[config.mk]
export PLATFORM = sky130hd
export DESIGN_NAME = blink_code_pattern_generator_top
export DESIGN_NICKNAME = d
export VERILOG_FILES = /design/src/sv/bcp_pkg.sv /design/src/sv/bcp_cfg.sv /design/src/sv/bcp_seq.sv /design/src/sv/blink_code_pattern_generator_top.sv
export SDC_FILE = /design/constraint.sdc
export NUM_CORES = 1
export LEC_CHECK = 0
export ABC_CLOCK_PERIOD_IN_PS = 6400
export BUFFER_PORTS_ARGS = -buffer_cell sky130_fd_sc_hd__buf_2
export CELL_PAD_IN_SITES_DETAIL_PLACEMENT = 0
export CELL_PAD_IN_SITES_GLOBAL_PLACEMENT = 1
export CORE_MARGIN = 1
export CORE_UTILIZATION = 40
export DETAILED_ROUTE_END_ITERATION = 16
export GPL_TIMING_DRIVEN = 0
export PLACE_DENSITY = 0.78
export SYNTH_ARGS = -nofsm -noshare
export SYNTH_HDL_FRONTEND = slang
export SYNTH_HIERARCHICAL = 1
export SYNTH_SLANG_ARGS = --single-unit
[constraint.sdc]
create_clock -name clk -period 6.4 [get_ports clk]
set_input_delay 0.64 -clock clk [delete_from_list [all_inputs] [get_ports clk]]
set_output_delay 0.64 -clock clk [all_outputs]
set_load 0.01 [all_outputs]
[src/sv/bcp_pkg.sv]
`timescale 1ns / 1ps
// Shared types and constants for the blink code pattern generator.
// No dependencies.
package bcp_pkg;

  localparam int unsigned DIVISION_MS_DEF = 100;
  localparam logic        ACTIVE_HIGH     = 1'b1;

  localparam int unsigned CFG_IDX_W  = 3;
  localparam int unsigned CFG_DATA_W = 8;

  localparam logic [CFG_IDX_W-1:0] REG_FAST_COUNT       = 3'd0;
  localparam logic [CFG_IDX_W-1:0] REG_SLOW_COUNT       = 3'd1;
  localparam logic [CFG_IDX_W-1:0] REG_FAST_PERIOD_DIVS = 3'd2;
  localparam logic [CFG_IDX_W-1:0] REG_SLOW_PERIOD_DIVS = 3'd3;
  localparam logic [CFG_IDX_W-1:0] REG_FAST_ON_DIVS     = 3'd4;
  localparam logic [CFG_IDX_W-1:0] REG_SLOW_ON_DIVS     = 3'd5;
  localparam logic [CFG_IDX_W-1:0] REG_PAUSE_AFTER_FAST = 3'd6;
  localparam logic [CFG_IDX_W-1:0] REG_PAUSE_AFTER_SLOW = 3'd7;

  typedef enum logic [1:0] {
    PH_FAST       = 2'd0,
    PH_FAST_PAUSE = 2'd1,
    PH_SLOW       = 2'd2,
    PH_SLOW_PAUSE = 2'd3
  } phase_t;

  typedef struct packed {
    logic [3:0] fast_count;
    logic [3:0] slow_count;
    logic [7:0] fast_period_divs;
    logic [7:0] slow_period_divs;
    logic [7:0] fast_on_divs;
    logic [7:0] slow_on_divs;
    logic [7:0] pause_after_fast;
    logic [7:0] pause_after_slow;
  } cfg_t;

  localparam cfg_t CFG_RESET = '{
    fast_count:       4'd0,
    slow_count:       4'd0,
    fast_period_divs: 8'd2,
    slow_period_divs: 8'd6,
    fast_on_divs:     8'd1,
    slow_on_divs:     8'd3,
    pause_after_fast: 8'd4,
    pause_after_slow: 8'd6
  };

  typedef struct packed {
    logic lit;
    logic empty;
  } seq_out_t;

endpackage

[src/sv/bcp_cfg.sv]
`timescale 1ns / 1ps
// Configuration register file of the blink code pattern generator.
// Depends on bcp_pkg.
module bcp_cfg import bcp_pkg::*; (
  input  logic                  clk,
  input  logic                  rst,
  input  logic                  wr_en,
  input  logic [CFG_IDX_W-1:0]  wr_index,
  input  logic [CFG_DATA_W-1:0] wr_data,
  output cfg_t                  cfg
);

  always_ff @(posedge clk) begin
    if (rst) begin
      cfg <= CFG_RESET;
    end else if (wr_en) begin
      case (wr_index)
        REG_FAST_COUNT:       cfg.fast_count       <= wr_data[3:0];
        REG_SLOW_COUNT:       cfg.slow_count       <= wr_data[3:0];
        REG_FAST_PERIOD_DIVS: cfg.fast_period_divs <= wr_data;
        REG_SLOW_PERIOD_DIVS: cfg.slow_period_divs <= wr_data;
        REG_FAST_ON_DIVS:     cfg.fast_on_divs     <= wr_data;
        REG_SLOW_ON_DIVS:     cfg.slow_on_divs     <= wr_data;
        REG_PAUSE_AFTER_FAST: cfg.pause_after_fast <= wr_data;
        REG_PAUSE_AFTER_SLOW: cfg.pause_after_slow <= wr_data;
        default: ;
      endcase
    end
  end

endmodule

[src/sv/bcp_seq.sv]
`timescale 1ns / 1ps
// Frame position sequencer: tick counting, section skipping and LED decision.
// Depends on bcp_pkg.
module bcp_seq import bcp_pkg::*; #(
  parameter int unsigned DIVISION_MS = DIVISION_MS_DEF
) (
  input  logic     clk,
  input  logic     rst,
  input  logic     en,
  input  logic     tick,
  input  cfg_t     cfg,
  output seq_out_t res
);

  localparam int unsigned     MS_W    = (DIVISION_MS > 1) ? $clog2(DIVISION_MS) : 1;
  localparam logic [MS_W-1:0] MS_LAST = MS_W'(DIVISION_MS - 1);

  logic [MS_W-1:0] ms, ms_next;
  phase_t          phase, phase_next;
  logic [3:0]      idx, idx_next;
  logic [7:0]      div, div_next;

  logic       stay;
  logic       found;
  logic [7:0] d;
  logic [3:0] cnt;
  logic [7:0] per;
  logic [7:0] len;
  phase_t     cand;

  function automatic logic sec_empty(input cfg_t c, input phase_t p);
    case (p)
      PH_FAST:       return (c.fast_count == 4'd0) || (c.fast_period_divs == 8'd0);
      PH_FAST_PAUSE: return c.pause_after_fast == 8'd0;
      PH_SLOW:       return (c.slow_count == 4'd0) || (c.slow_period_divs == 8'd0);
      default:       return c.pause_after_slow == 8'd0;
    endcase
  endfunction

  always_comb begin
    ms_next = ms;
    d       = div;
    if (tick) begin
      if (ms == MS_LAST) begin
        ms_next = '0;
        d       = div + 8'd1;
      end else begin
        ms_next = ms + 1'b1;
      end
    end

    cnt = (phase == PH_FAST) ? cfg.fast_count : cfg.slow_count;
    per = (phase == PH_FAST) ? cfg.fast_period_divs : cfg.slow_period_divs;
    len = (phase == PH_FAST_PAUSE) ? cfg.pause_after_fast : cfg.pause_after_slow;

    phase_next = phase;
    idx_next   = idx;
    div_next   = d;
    stay       = 1'b0;
    case (phase)
      PH_FAST, PH_SLOW: begin
        if (idx >= cnt || per == 8'd0) begin
          stay = 1'b0;
        end else if (d >= per) begin
          div_next = '0;
          if (({1'b0, idx} + 5'd1) >= {1'b0, cnt}) begin
            stay = 1'b0;
          end else begin
            idx_next = idx + 4'd1;
            stay     = 1'b1;
          end
        end else begin
          stay = 1'b1;
        end
      end
      default: begin
        stay = d < len;
      end
    endcase

    // advance to the first section that is not empty, wrapping to this one
    found = 1'b0;
    cand  = PH_FAST;
    if (!stay) begin
      phase_next = PH_FAST;
      idx_next   = '0;
      div_next   = '0;
      for (int k = 1; k <= 4; k++) begin
        cand = phase_t'(phase + 2'(k));
        if (!found && !sec_empty(cfg, cand)) begin
          found      = 1'b1;
          phase_next = cand;
        end
      end
    end

    res.empty = !(stay || found);
    res.lit   = 1'b0;
    if (stay || found) begin
      if (phase_next == PH_FAST) begin
        res.lit = div_next < cfg.fast_on_divs;
      end else if (phase_next == PH_SLOW) begin
        res.lit = div_next < cfg.slow_on_divs;
      end
    end
  end

  always_ff @(posedge clk) begin
    if (rst) begin
      ms    <= '0;
      phase <= PH_FAST;
      idx   <= '0;
      div   <= '0;
    end else if (en) begin
      ms    <= ms_next;
      phase <= phase_next;
      idx   <= idx_next;
      div   <= div_next;
    end
  end

endmodule

[src/sv/blink_code_pattern_generator_top.sv]
`timescale 1ns / 1ps
// Top level of the blink code pattern generator: config port, sequencer, result buffer.
// Depends on bcp_pkg, bcp_cfg and bcp_seq.

// One tick request is taken in every cycle while the buffer has room, and its LED level
// is registered into the result buffer; the frame position is updated by one pass of the
// sequencer logic per request. A two-entry result buffer keeps the input open while
// a finished result waits, so requests stall only when two results are unread. The
// frame phase starts at the first fast flash after reset; there is no clearing pass.
module blink_code_pattern_generator_top import bcp_pkg::*; #(
  parameter int unsigned DIVISION_MS = DIVISION_MS_DEF
) (
  input  logic                  clk,
  input  logic                  rst,
  input  logic                  in_valid,
  output logic                  in_ready,
  input  logic                  tick,
  output logic                  out_valid,
  input  logic                  out_ready,
  output logic                  led_level,
  input  logic                  cfg_valid,
  output logic                  cfg_ready,
  input  logic [CFG_IDX_W-1:0]  cfg_index,
  input  logic [CFG_DATA_W-1:0] cfg_data
);

  cfg_t     cfg;
  seq_out_t seq;
  logic     push, pop, lvl;
  logic [1:0] cnt;
  logic     buf0, buf1;

  assign cfg_ready = 1'b1;
  assign in_ready  = cnt != 2'd2;
  assign push      = in_valid && in_ready;
  assign pop       = out_valid && out_ready;
  assign lvl       = ACTIVE_HIGH ? seq.lit : !seq.lit;

  bcp_cfg u_cfg (
    .clk      (clk),
    .rst      (rst),
    .wr_en    (cfg_valid && cfg_ready),
    .wr_index (cfg_index),
    .wr_data  (cfg_data),
    .cfg      (cfg)
  );

  bcp_seq #(.DIVISION_MS(DIVISION_MS)) u_seq (
    .clk  (clk),
    .rst  (rst),
    .en   (push),
    .tick (tick),
    .cfg  (cfg),
    .res  (seq)
  );

  always_ff @(posedge clk) begin
    if (rst) begin
      cnt <= '0;
    end else if (push && !pop) begin
      cnt <= cnt + 2'd1;
    end else if (pop && !push) begin
      cnt <= cnt - 2'd1;
    end
  end

  always_ff @(posedge clk) begin
    if (push && pop) begin
      if (cnt == 2'd1) begin
        buf0 <= lvl;
      end else begin
        buf0 <= buf1;
        buf1 <= lvl;
      end
    end else if (push) begin
      if (cnt == 2'd0) begin
        buf0 <= lvl;
      end else begin
        buf1 <= lvl;
      end
    end else if (pop) begin
      buf0 <= buf1;
    end
  end

  assign out_valid = cnt != 2'd0;
  assign led_level = buf0;

  a_cnt_bound: assert property (@(posedge clk) disable iff (rst) cnt != 2'd3)
    else $error("result buffer overflow");

  a_empty_dark: assert property (@(posedge clk) disable iff (rst)
    seq.empty |-> !seq.lit)
    else $error("empty frame lights the LED");

  a_push_count: assert property (@(posedge clk) disable iff (rst)
    push && !pop |=> cnt == $past(cnt) + 2'd1)
    else $error("accepted request did not produce a result");

  a_stall_has_result: assert property (@(posedge clk) disable iff (rst)
    !in_ready |-> out_valid)
    else $error("input stalled with no result pending");

endmodule
==> results.sh, run 1 <==
export IMPL_wl_per_cell_um=16.44
export IMPL_via_count=3999
export IMPL_via_per_inst=5.290
export IMPL_path_class="reg -> reg"
export IMPL_dpl_hpwl_um=9788
export IMPL_ant_nets=0
export IMPL_cts_tree="yes"
export IMPL_finalHoldViolCount=0
export IMPL_setup_viol=0
export IMPL_dpl_cell_area_sq_um=5423
export IMPL_finalPower_mw=1.655
export IMPL_critPathRequiredTime_ns=6.61
export IMPL_io_buffers=15
export IMPL_start_util=0.4084
export IMPL_fillers=1194
export IMPL_overflow=0
export IMPL_slew_headroom=0.3631
export IMPL_critical_path_arrival_ns=5.95
export IMPL_fin_util=0.4576
export IMPL_drv_cap=0
export IMPL_finalSetupTns_ns=0
export IMPL_cts_setup_buffers=0
export IMPL_grt_max_degree=15
export IMPL_drive_gt1_frac=0.09075
export IMPL_hold_class="reg -> reg"
export IMPL_period_share=0.8971
export IMPL_p_sw_frac=0.3307
export IMPL_fin_crit_ns=5.742
export IMPL_ctsHtreeMaxLevel=3
export IMPL_root_buffer="clkbuf_16"
export IMPL_worstHoldStart="u_cfg/cfg[27]"
export IMPL_syn_avg_cell_area_sq_um=9.281
export IMPL_whs_path_depth=2
export IMPL_post_cts_resized=0
export IMPL_die_w_um=115.3
export IMPL_antenna_found_initial=0
export IMPL_grt_pass1_wl_um=20050
export IMPL_drc_errors=0
export IMPL_grtUsageTotal=0.1994
export IMPL_rsz0062_at_grt="false"
export IMPL_holdBufCountCts=0
export IMPL_clock_sinks=81
export IMPL_first_pass_iters=4
export IMPL_r2r_worst_path_cells=22
export IMPL_drt_wl_total_um=12430
export IMPL_critPathLaunchType="flip-flop"
export IMPL_seqPwrFrac=0.342
export IMPL_cp_max_fo=10
export IMPL_intPower_mw=1.108
export IMPL_worst_pin_slew_ns=0.9466
export IMPL_antenna_cells=0
export IMPL_clock_latency_ns=0.34
export IMPL_synth_warnings=6
export IMPL_ios=21
export IMPL_drt_initial_drc_count=204
export IMPL_cellPowerDensity_nw_per_um2=287.7
export IMPL_final_nets=648
export IMPL_cts_clk_slew_worst_paths_ns=0.06
export IMPL_die_h_um=115.3
export IMPL_netlist_area_sq_um=5132
export IMPL_hold_end="u_cfg/cfg[27]"
export IMPL_cts_inserted_buffers=9
export IMPL_maxSlewViolCount=0
export IMPL_die_area_sq_um=13290
export IMPL_fmax_mhz=174.2
export IMPL_outcome="finished clean"
export IMPL_clk_path_buf_depth=2
export IMPL_core_area_sq_um=12570
export IMPL_p_sw_mw=0.5471
export IMPL_timing_rr_end="led_level"
export IMPL_syn2layout_area_growth_pct=12.07
export IMPL_r2r_start="u_seq/ms[0]"
export IMPL_fin_area_sq_um=5752
export IMPL_ir_drop_mv=0.1448
export IMPL_layoutNonFillerInstCount=756
export IMPL_crit_path_end_kind="flip-flop"
export IMPL_syn_inst=553
export IMPL_p_leak_nw=2.616
export IMPL_pwr_share_clk=0.343
export IMPL_placed_cells=740
export IMPL_gp_congestion=0.8308
export IMPL_r2r_slack_ns=0.66
export IMPL_finClkSkew_ns=0.007923
export IMPL_p_comb_frac=0.315
export IMPL_row_count=41
export IMPL_syn_nets=622
export IMPL_grt_pass1_vias=3941
==> sequential cells by signal, summed over array words and instances, names as in the netlist <==
register	count
u_seq/div	8
u_seq/idx	4
buf1	1
led_level	1
u_seq/phase	2
u_seq/ms	7
u_cfg/cfg	56
cnt	2
==> how the worst max path moves through the flow <==
stage / startpoint / depth (start not counted) / slack [ns] / end
floorplan: tick / 22 / 1.81 / led_level
CTS: u_seq/phase[1] / 21 / 0.65 / led_level
global route: u_seq/phase[1] / 21 / 0.17 / led_level
finish: u_seq/ms[0] / 22 / 0.66 / led_level
detailed placement: tick / 22 / 0.54 / led_level
global placement: tick / 22 / 0.59 / led_level
==> stage by stage <==
stage,hold slack (ns),setup slack (ns)
floorplan,0.4487,1.813
global placement,0.4609,0.5857
detailed placement,0.4645,0.5421
CTS,0.4756,0.6473
global route,0.4990,0.1748
finish,0.4723,0.6585
==> routing by layer <==
layer  share of wire  up-vias  track usage  routed length [um]
li1                -     2019            -                   -
met3           0.028       18      0.03321                 353
met4           0.022        0      0.07446                 272
met2            0.48       59       0.3390                6005
met5               0        -            0                   0
met1            0.47     1903       0.2533                5797
==> cells in the final DEF, fill, tap and decap left out, types with 9 or more instances in the layout <==
cell	count
clkbuf_16	9
mux2i_1	81
xnor2_1	10
a21oi_1	18
nor2_1	42
buf_2	23
o21ai_0	14
nor4_1	10
nand2b_1	60
clkbuf_1	14
nand2_1	17
inv_1	27
dfxtp_1	79
ha_1	52
==> cell type report <==
class	instances	area (sq um)	area share
well taps	172	215.2	0.03742
clock buffers	10	239.0	0.04155
inverters	27	101.3	0.01762
clock inverters	6	90.09	0.01566
multi-input cells	416	3252	0.5654
repair buffers	15	75.07	0.01305
flip-flops and latches	81	1642	0.2854
plain buffers	29	137.6	0.02393
==> critical path, cell delays in order, from the launching register on <==
cell and delay [ns]:
dfxtp_1 0.38, ha_1 0.21, and3_1 0.21, and2_1 0.13, clkbuf_1 0.27, and4_1 0.32, nand3_1 0.11, xnor2_1 0.34
ha_1 0.32, a2111oi_0 0.35, o21ai_0 0.19, a21oi_1 0.28, nor2_1 0.18, clkbuf_1 0.28, nor2b_1 0.34, ha_1 0.31
a21o_1 0.16, a21o_1 0.18, a21oi_1 0.27, o2111ai_1 0.17, o211a_1 0.16, a211oi_1 0.28, mux2_1 0.19
==> power by group through the flow <==
stage | clock, mW | sequential [mW] | combinational, mW
final | 0.568 | 0.565 | 0.522
after global routing | 0.603 | 0.569 | 0.578
after CTS | 0.579 | 0.565 | 0.523
after detailed placement | 0 | 0.577 | 0.521
after global placement | 0 | 0.574 | 0.508
after floorplan | 0 | 0.570 | 0.401
Power figures use the tool's default switching activity.
==> inputs of run 2 (changes only) <==
Settings changed: ABC_AREA from default to 1, PLACE_DENSITY 0.78 to 0.83, REMOVE_ABC_BUFFERS from default to 1.
==> run 2 against run 1 <==
  * Wire length up 4.4%
  * Critical path depth up 7
  * Highest routed layer unchanged
  * Clock skew about the same
  * Critical path type unchanged
  * Cell area up 2.0%
==> results.sh, run 2 <==
export IMPL_critical_path_arrival_ns=5.04
export IMPL_p_leak_nw=2.768
export IMPL_rsz0062_at_grt="false"
export IMPL_dr_wl_met3_um=398
export IMPL_netlist_top_cell_by_area="dfxtp_1"
export IMPL_finClkSkew_ns=0.007538
export IMPL_synth_top_family_by_area="simple AND/OR/NAND/NOR gates"
export IMPL_row_count=41
export IMPL_ctsHtreeMaxLevel=3
export IMPL_start_util=0.4176
export IMPL_final_nets=877
export IMPL_fmax_mhz=206.4
export IMPL_synth_ff_type="dfxtp_1"
export IMPL_finalHoldViolCount=0
export IMPL_root_buffer="clkbuf_16"
export IMPL_drc_errors=0
export IMPL_synth_top_cells_by_count="172 x nand2_1, 140 x nor2_1, 107 x inv_1"
export IMPL_drive_gt1_frac=0.08979
export IMPL_grt_pass1_wl_um=21760
export IMPL_synthMuxAreaShare=0.005584
export IMPL_drt_met1_wl_um=6357
export IMPL_synth_compound_area_share=0.1028
export IMPL_worst_pin_slew_ns=0.9297
export IMPL_reg_largest_list="u_cfg/cfg (56), u_seq/div (8), u_seq/ms (7)"
export IMPL_seq_area_sq_um=1642
export IMPL_syn2layout_area_growth_pct=9.121
export IMPL_largest_register_ffs=56
export IMPL_synth_fa_ha_area_frac=0.1210
export IMPL_wl_met2_um=5957
export IMPL_grtUsageTotal=0.1954
export IMPL_hold_class="reg -> reg"
export IMPL_die_w_um=118.0
export IMPL_syn_inst=801
export IMPL_top_layer_used="met4"
export IMPL_critPathLaunchType="flip-flop"
export IMPL_ys_ff_latch=81
export IMPL_multi_input_area_sq_um=3176
export IMPL_synth_simple_gate_area_frac=0.3457
export IMPL_cts_inserted_buffers=9
export IMPL_finalSetupTns_ns=0
export IMPL_ys_seq_area_frac=0.3053
export IMPL_antenna_found_initial=0
export IMPL_drv_cap=0
export IMPL_die_h_um=118.0
export IMPL_critPathRequiredTime_ns=6.60
export IMPL_wl_per_cell_um=13.18
export IMPL_gp_congestion=0.8640
export IMPL_setup_viol=0
export IMPL_slowest_delay_ns=0.81
export IMPL_netlist_area_sq_um=5378
export IMPL_synth_edff_count=2
export IMPL_ir_drop_mv=0.1249
export IMPL_slowest_stage="ha_1"
export IMPL_maxSlewViolCount=0
export IMPL_post_cts_resized=0
export IMPL_cellPowerDensity_nw_per_um2=385.8
export IMPL_synth_area_leaders="dfxtp_1 29%, ha_1 12%, nand2_1 12%"
export IMPL_antenna_cells=0
export IMPL_grt_pass1_vias=4522
export IMPL_final_cell_mix="172 x nand2_1, 140 x nor2_1, 106 x inv_1"
export IMPL_fillers=1322
export IMPL_outcome="finished clean"
export IMPL_finalPower_mw=2.264
export IMPL_crit_path_end_kind="flip-flop"
export IMPL_drt_wl_total_um=12980
export IMPL_dpl_cell_area_sq_um=5554
export IMPL_clk_path_buf_depth=2
export IMPL_r2r_slack_ns=1.55
export IMPL_fin_area_sq_um=5868
export IMPL_path_common_cell="nand2_1"
export IMPL_die_area_sq_um=13910
export IMPL_cp_max_fo=28
export IMPL_via_count=4855
export IMPL_synth_warnings=6
export IMPL_drt_initial_drc_count=214
export IMPL_layout_commonest_cell="nand2_1"
export IMPL_io_buffers=19
export IMPL_syn_avg_cell_area_sq_um=6.714
export IMPL_synth_most_common_cell="nand2_1"
export IMPL_ios=21
export IMPL_dpl_hpwl_um=9973
export IMPL_synth_xor_area_frac=0.01466
export IMPL_core_area_sq_um=12880
export IMPL_via_per_inst=4.929
export IMPL_period_share=0.7571
export IMPL_cts_setup_buffers=0
export IMPL_overflow=0
export IMPL_holdBufCountCts=0
export IMPL_cts_clk_slew_worst_paths_ns=0.07
export IMPL_clock_sinks=81
export IMPL_slew_headroom=0.3802
export IMPL_path_class="reg -> reg"
export IMPL_clock_latency_ns=0.35
export IMPL_fin_crit_ns=4.845
export IMPL_async_flop_share=0
export IMPL_top_register="u_cfg/cfg"
export IMPL_ys_types=45
export IMPL_synth_top_area_share=0.2941
export IMPL_first_pass_iters=5
export IMPL_cts_tree="yes"
export IMPL_ant_nets=0
export IMPL_grt_max_degree=57
run 2: worst paths after layout:
check	depth (start not counted)	endpoint	start
max	29	led_level	u_seq/phase[1]
min	2	u_cfg/cfg[16]	u_cfg/cfg[16]
max reg2reg	29	led_level	u_seq/phase[1]
min reg2reg	2	u_cfg/cfg[16]	u_cfg/cfg[16]
run 2: logic make-up (layout without fill, tap and decap cells):
group	count (synthesis)	in the layout
AOI/OAI and AO/OA	94	94
buffers and inverters	136	148
xor gates and xnor gates	9	9
DFF	81	81
and+or+nand+nor	425	425
muxes	3	3
adders and majority gates	52	52
other	1	1
run 2: critical path: cells and delay by family (launching register included):
family                     cells  cell delay [ns]
and+or+nand+nor               17             1.69
buffers and inverters          4             0.39
DFF                            1             0.38
adders and majority gates      3             1.46
AOI/OAI and AO/OA              5             0.73
run 2: metal layers:
| metal | vias up | track usage |
|---|---|---|
| met5 | - | 0 |
| met4 | 0 | 0.07772 |
| met3 | 18 | 0.03246 |
| met2 | 89 | 0.3202 |
| met1 | 2186 | 0.2541 |
| li1 | 2562 | - |
run 2: report_power, final:
group	internal, mW	switching [mW]	leakage (nW)
logic	0.392	0.720	1.96
clock network	0.326	0.220	0.150
registers	0.564	0.0417	0.663
run 2: stage by stage:
step                      hold slack, ns  setup WS, ns  std cells  utilization
after detailed placement          0.4470         1.536        969       0.4313
final                             0.4624         1.555        985       0.4557
after global routing              0.4955        0.9115        985       0.4557
after CTS                         0.4638         1.507        985       0.4557
after global placement            0.4433         1.663        969       0.4313
after floorplan                   0.4289         2.476        778            -
run 2: layout make-up:
cell class,instances,share of cell area
sequential,81,0.2797
tap,172,0.03667
inverter,113,0.07271
clock buffer,10,0.04264
clock inverter,6,0.01087
timing repair buffer,19,0.01620
multi-input combinational,584,0.5412
==> inputs of run 3 (changes only) <==
Settings changed: ABC_AREA 1 to 0, ABC_CLOCK_PERIOD_IN_PS 6400 to 4260, PLACE_DENSITY 0.83 to 0.81.
Clock period 6.4 ns to 4.26 ns, I/O delays scaled along.
==> run 3 against run 2 <==
  * The run now ends with setup timing left
  * Via count fell by 16%
  * Non-clock buffer count rose by 31
  * Count of clock-buffer cells in the layout rose by 2
  * Sequential power rose by 40%
  * Die area fell by 4.5%
  * First-iteration DRC count rose by 7.5%
  * Wire length fell by 3.7%
  * Critical path type unchanged
  * Largest power group unchanged
==> results.sh, run 3 (synthesized netlist as in run 1, its figures left out) <==
export IMPL_outcome="finished, violations left"
export IMPL_violations="setup timing"
export IMPL_clock_latency_ns=0.35
export IMPL_drc_errors=0
export IMPL_wl_per_cell_um=16.41
export IMPL_worst_slack_ns=-0.07610
export IMPL_syn2layout_area_growth_pct=19.41
export IMPL_worst_pin_slew_ns=1.071
export IMPL_gp_congestion=0.8467
export IMPL_grtUsageTotal=0.1961
export IMPL_slowest_delay_ns=0.36
export IMPL_drive_gt1_frac=0.1983
export IMPL_dpl_cell_area_sq_um=5319
export IMPL_ios=21
export IMPL_cts_tree="yes"
export IMPL_seq_area_sq_um=1653
export IMPL_path_class="reg -> reg"
export IMPL_cp_max_fo=8
export IMPL_critPathRequiredTime_ns=4.48
export IMPL_io_buffers=19
export IMPL_largest_register_ffs=56
export IMPL_maxSlewViolCount=0
export IMPL_final_cell_mix="81 x mux2i_1, 74 x dfxtp_1, 60 x nand2b_1"
export IMPL_top_register="u_cfg/cfg"
export IMPL_r2r_worst_path_cells=20
export IMPL_drt_wl_total_um=12500
export IMPL_drv_cap=0
export IMPL_core_area_sq_um=12570
export IMPL_clock_sinks=81
export IMPL_finalPower_mw=2.613
export IMPL_p_leak_nw=2.774
export IMPL_antenna_found_initial=0
export IMPL_critPathLaunchType="flip-flop"
export IMPL_ir_drop_mv=0.2161
export IMPL_cts_inserted_buffers=9
export IMPL_layout_commonest_cell="mux2i_1"
export IMPL_cellPowerDensity_nw_per_um2=426.5
export IMPL_setup_viol=2
export IMPL_fmax_mhz=230.6
export IMPL_cts_clk_slew_worst_paths_ns=0.06
export IMPL_start_util=0.4084
export IMPL_die_w_um=115.3
export IMPL_fin_crit_ns=4.336
export IMPL_first_pass_iters=6
export IMPL_clk_path_buf_depth=2
export IMPL_root_buffer="clkbuf_16"
export IMPL_worstPathCellList="nor4b_4, and2_4, and4_4, nand3_4, xnor2_4, ha_4, a211o_1, a21oi_2, o21ai_2, a21oi_2, nor2_4, nor2b_4, ha_4, a21o_1, a21o_1, a21oi_4, o2111ai_2, o211a_1, a211oi_2, mux2_4"
export IMPL_via_count=4054
export IMPL_period_share=1.018
export IMPL_final_nets=654
export IMPL_slowest_stage="dfxtp_4"
export IMPL_rsz0062_at_grt="true"
export IMPL_antenna_cells=0
export IMPL_timing_rr_end="led_level"
export IMPL_cp_endpoint="led_level"
export IMPL_ctsHtreeMaxLevel=3
export IMPL_finalHoldViolCount=0
export IMPL_finClkSkew_ns=0.009839
export IMPL_grt_max_degree=89
export IMPL_crit_path_end_kind="flip-flop"
export IMPL_ant_nets=0
export IMPL_row_count=41
export IMPL_fin_area_sq_um=6128
export IMPL_reg_largest_list="u_cfg/cfg (56), u_seq/div (8), u_seq/ms (7)"
export IMPL_hold_class="in -> reg"
export IMPL_die_h_um=115.3
export IMPL_r2r_start="u_seq/ms[2]"
export IMPL_r2r_slack_ns=-0.08
export IMPL_fillers=1172
export IMPL_grt_pass1_wl_um=19900
export IMPL_overflow=0
export IMPL_critical_path_arrival_ns=4.56
export IMPL_drt_initial_drc_count=230
export IMPL_via_per_inst=5.320
export IMPL_grt_pass1_vias=3973
export IMPL_multi_input_area_sq_um=3517
export IMPL_cp_startpoint="u_seq/ms[2]"
export IMPL_slew_headroom=0.2791
export IMPL_die_area_sq_um=13290
export IMPL_dpl_hpwl_um=8616
## run 3: cell count changes in the layout (fill, tap and decap cells not counted), sizes merged, moves of 60 or more
| cell | change |
|---|---|
| inv | -87 |
| mux2i | +78 |
| nand2 | -158 |
| nand2b | +60 |
| nand3 | -64 |
| nor2 | -114 |
## run 3: worst max-delay path, delay by kind of cell (launching register included)
kind,cells,cell delay (ns)
xor+xnor,1,0.25
flops,1,0.36
fa+ha+maj,2,0.47
simple gates,6,1.19
compound gates,10,1.75
mux,1,0.18
## run 3: area by class of cell
type	count	area share
Sequential cell	81	0.2697
Tap cell	172	0.03512
Timing Repair Buffer	50	0.05451
Clock buffer	12	0.04206
Inverter	27	0.01654
Clock inverter	4	0.008167
Multi-Input combinational cell	416	0.5739
## run 3: power by group
part           leakage [nW]  total, mW  switching, mW  internal, mW
combinational          1.97      0.956          0.512         0.444
sequential            0.662      0.849         0.0392         0.810
clock                 0.144      0.809          0.320         0.489
total                  2.77       2.61          0.870          1.74
## run 3: how the worst min path moves through the flow
stage                     to  slack [ns]  cells past startpoint           from
6_report       u_cfg/cfg[34]        0.39                      3    cfg_data[2]
4_1_cts         u_cfg/cfg[2]        0.38                      3    cfg_data[2]
2_1_floorplan  u_cfg/cfg[25]        0.45                      2  u_cfg/cfg[25]
5_1_grt         u_cfg/cfg[2]        0.40                      3    cfg_data[2]
3_3_place_gp   u_cfg/cfg[29]        0.46                      2  u_cfg/cfg[29]
3_5_place_dp   u_cfg/cfg[26]        0.47                      2  u_cfg/cfg[26]
## run 3: timing repair
item	CTS	global route
setup endpoints to repair	2	7
buffers inserted	26	4
hold buffers	0	0
resized for setup	44	15
pin swaps	17	13
## run 3: stage by stage
step	setup WS, ns	cells	utilization	TNS (ns)	hold slack [ns]
6_report	-0.07610	762	0.4876	-0.1095	0.3862
2_1_floorplan	-0.02006	524	-	-0.02006	0.4480
5_1_grt	-0.2683	762	0.4876	-0.4945	0.3991
4_1_cts	-0.1131	758	0.4792	-0.1810	0.3810
3_3_place_gp	-1.240	715	0.4221	-2.382	0.4622
3_5_place_dp	-1.234	716	0.4232	-2.355	0.4704
## run 3: per-layer routing
layer | global-route usage | vias up | routed length (um)
met1 | 0.2512 | 1972 | 5925
met5 | 0 | - | 0
met2 | 0.3297 | 44 | 6128
met3 | 0.03005 | 14 | 240
li1 | - | 2024 | -
met4 | 0.07965 | 0 | 207
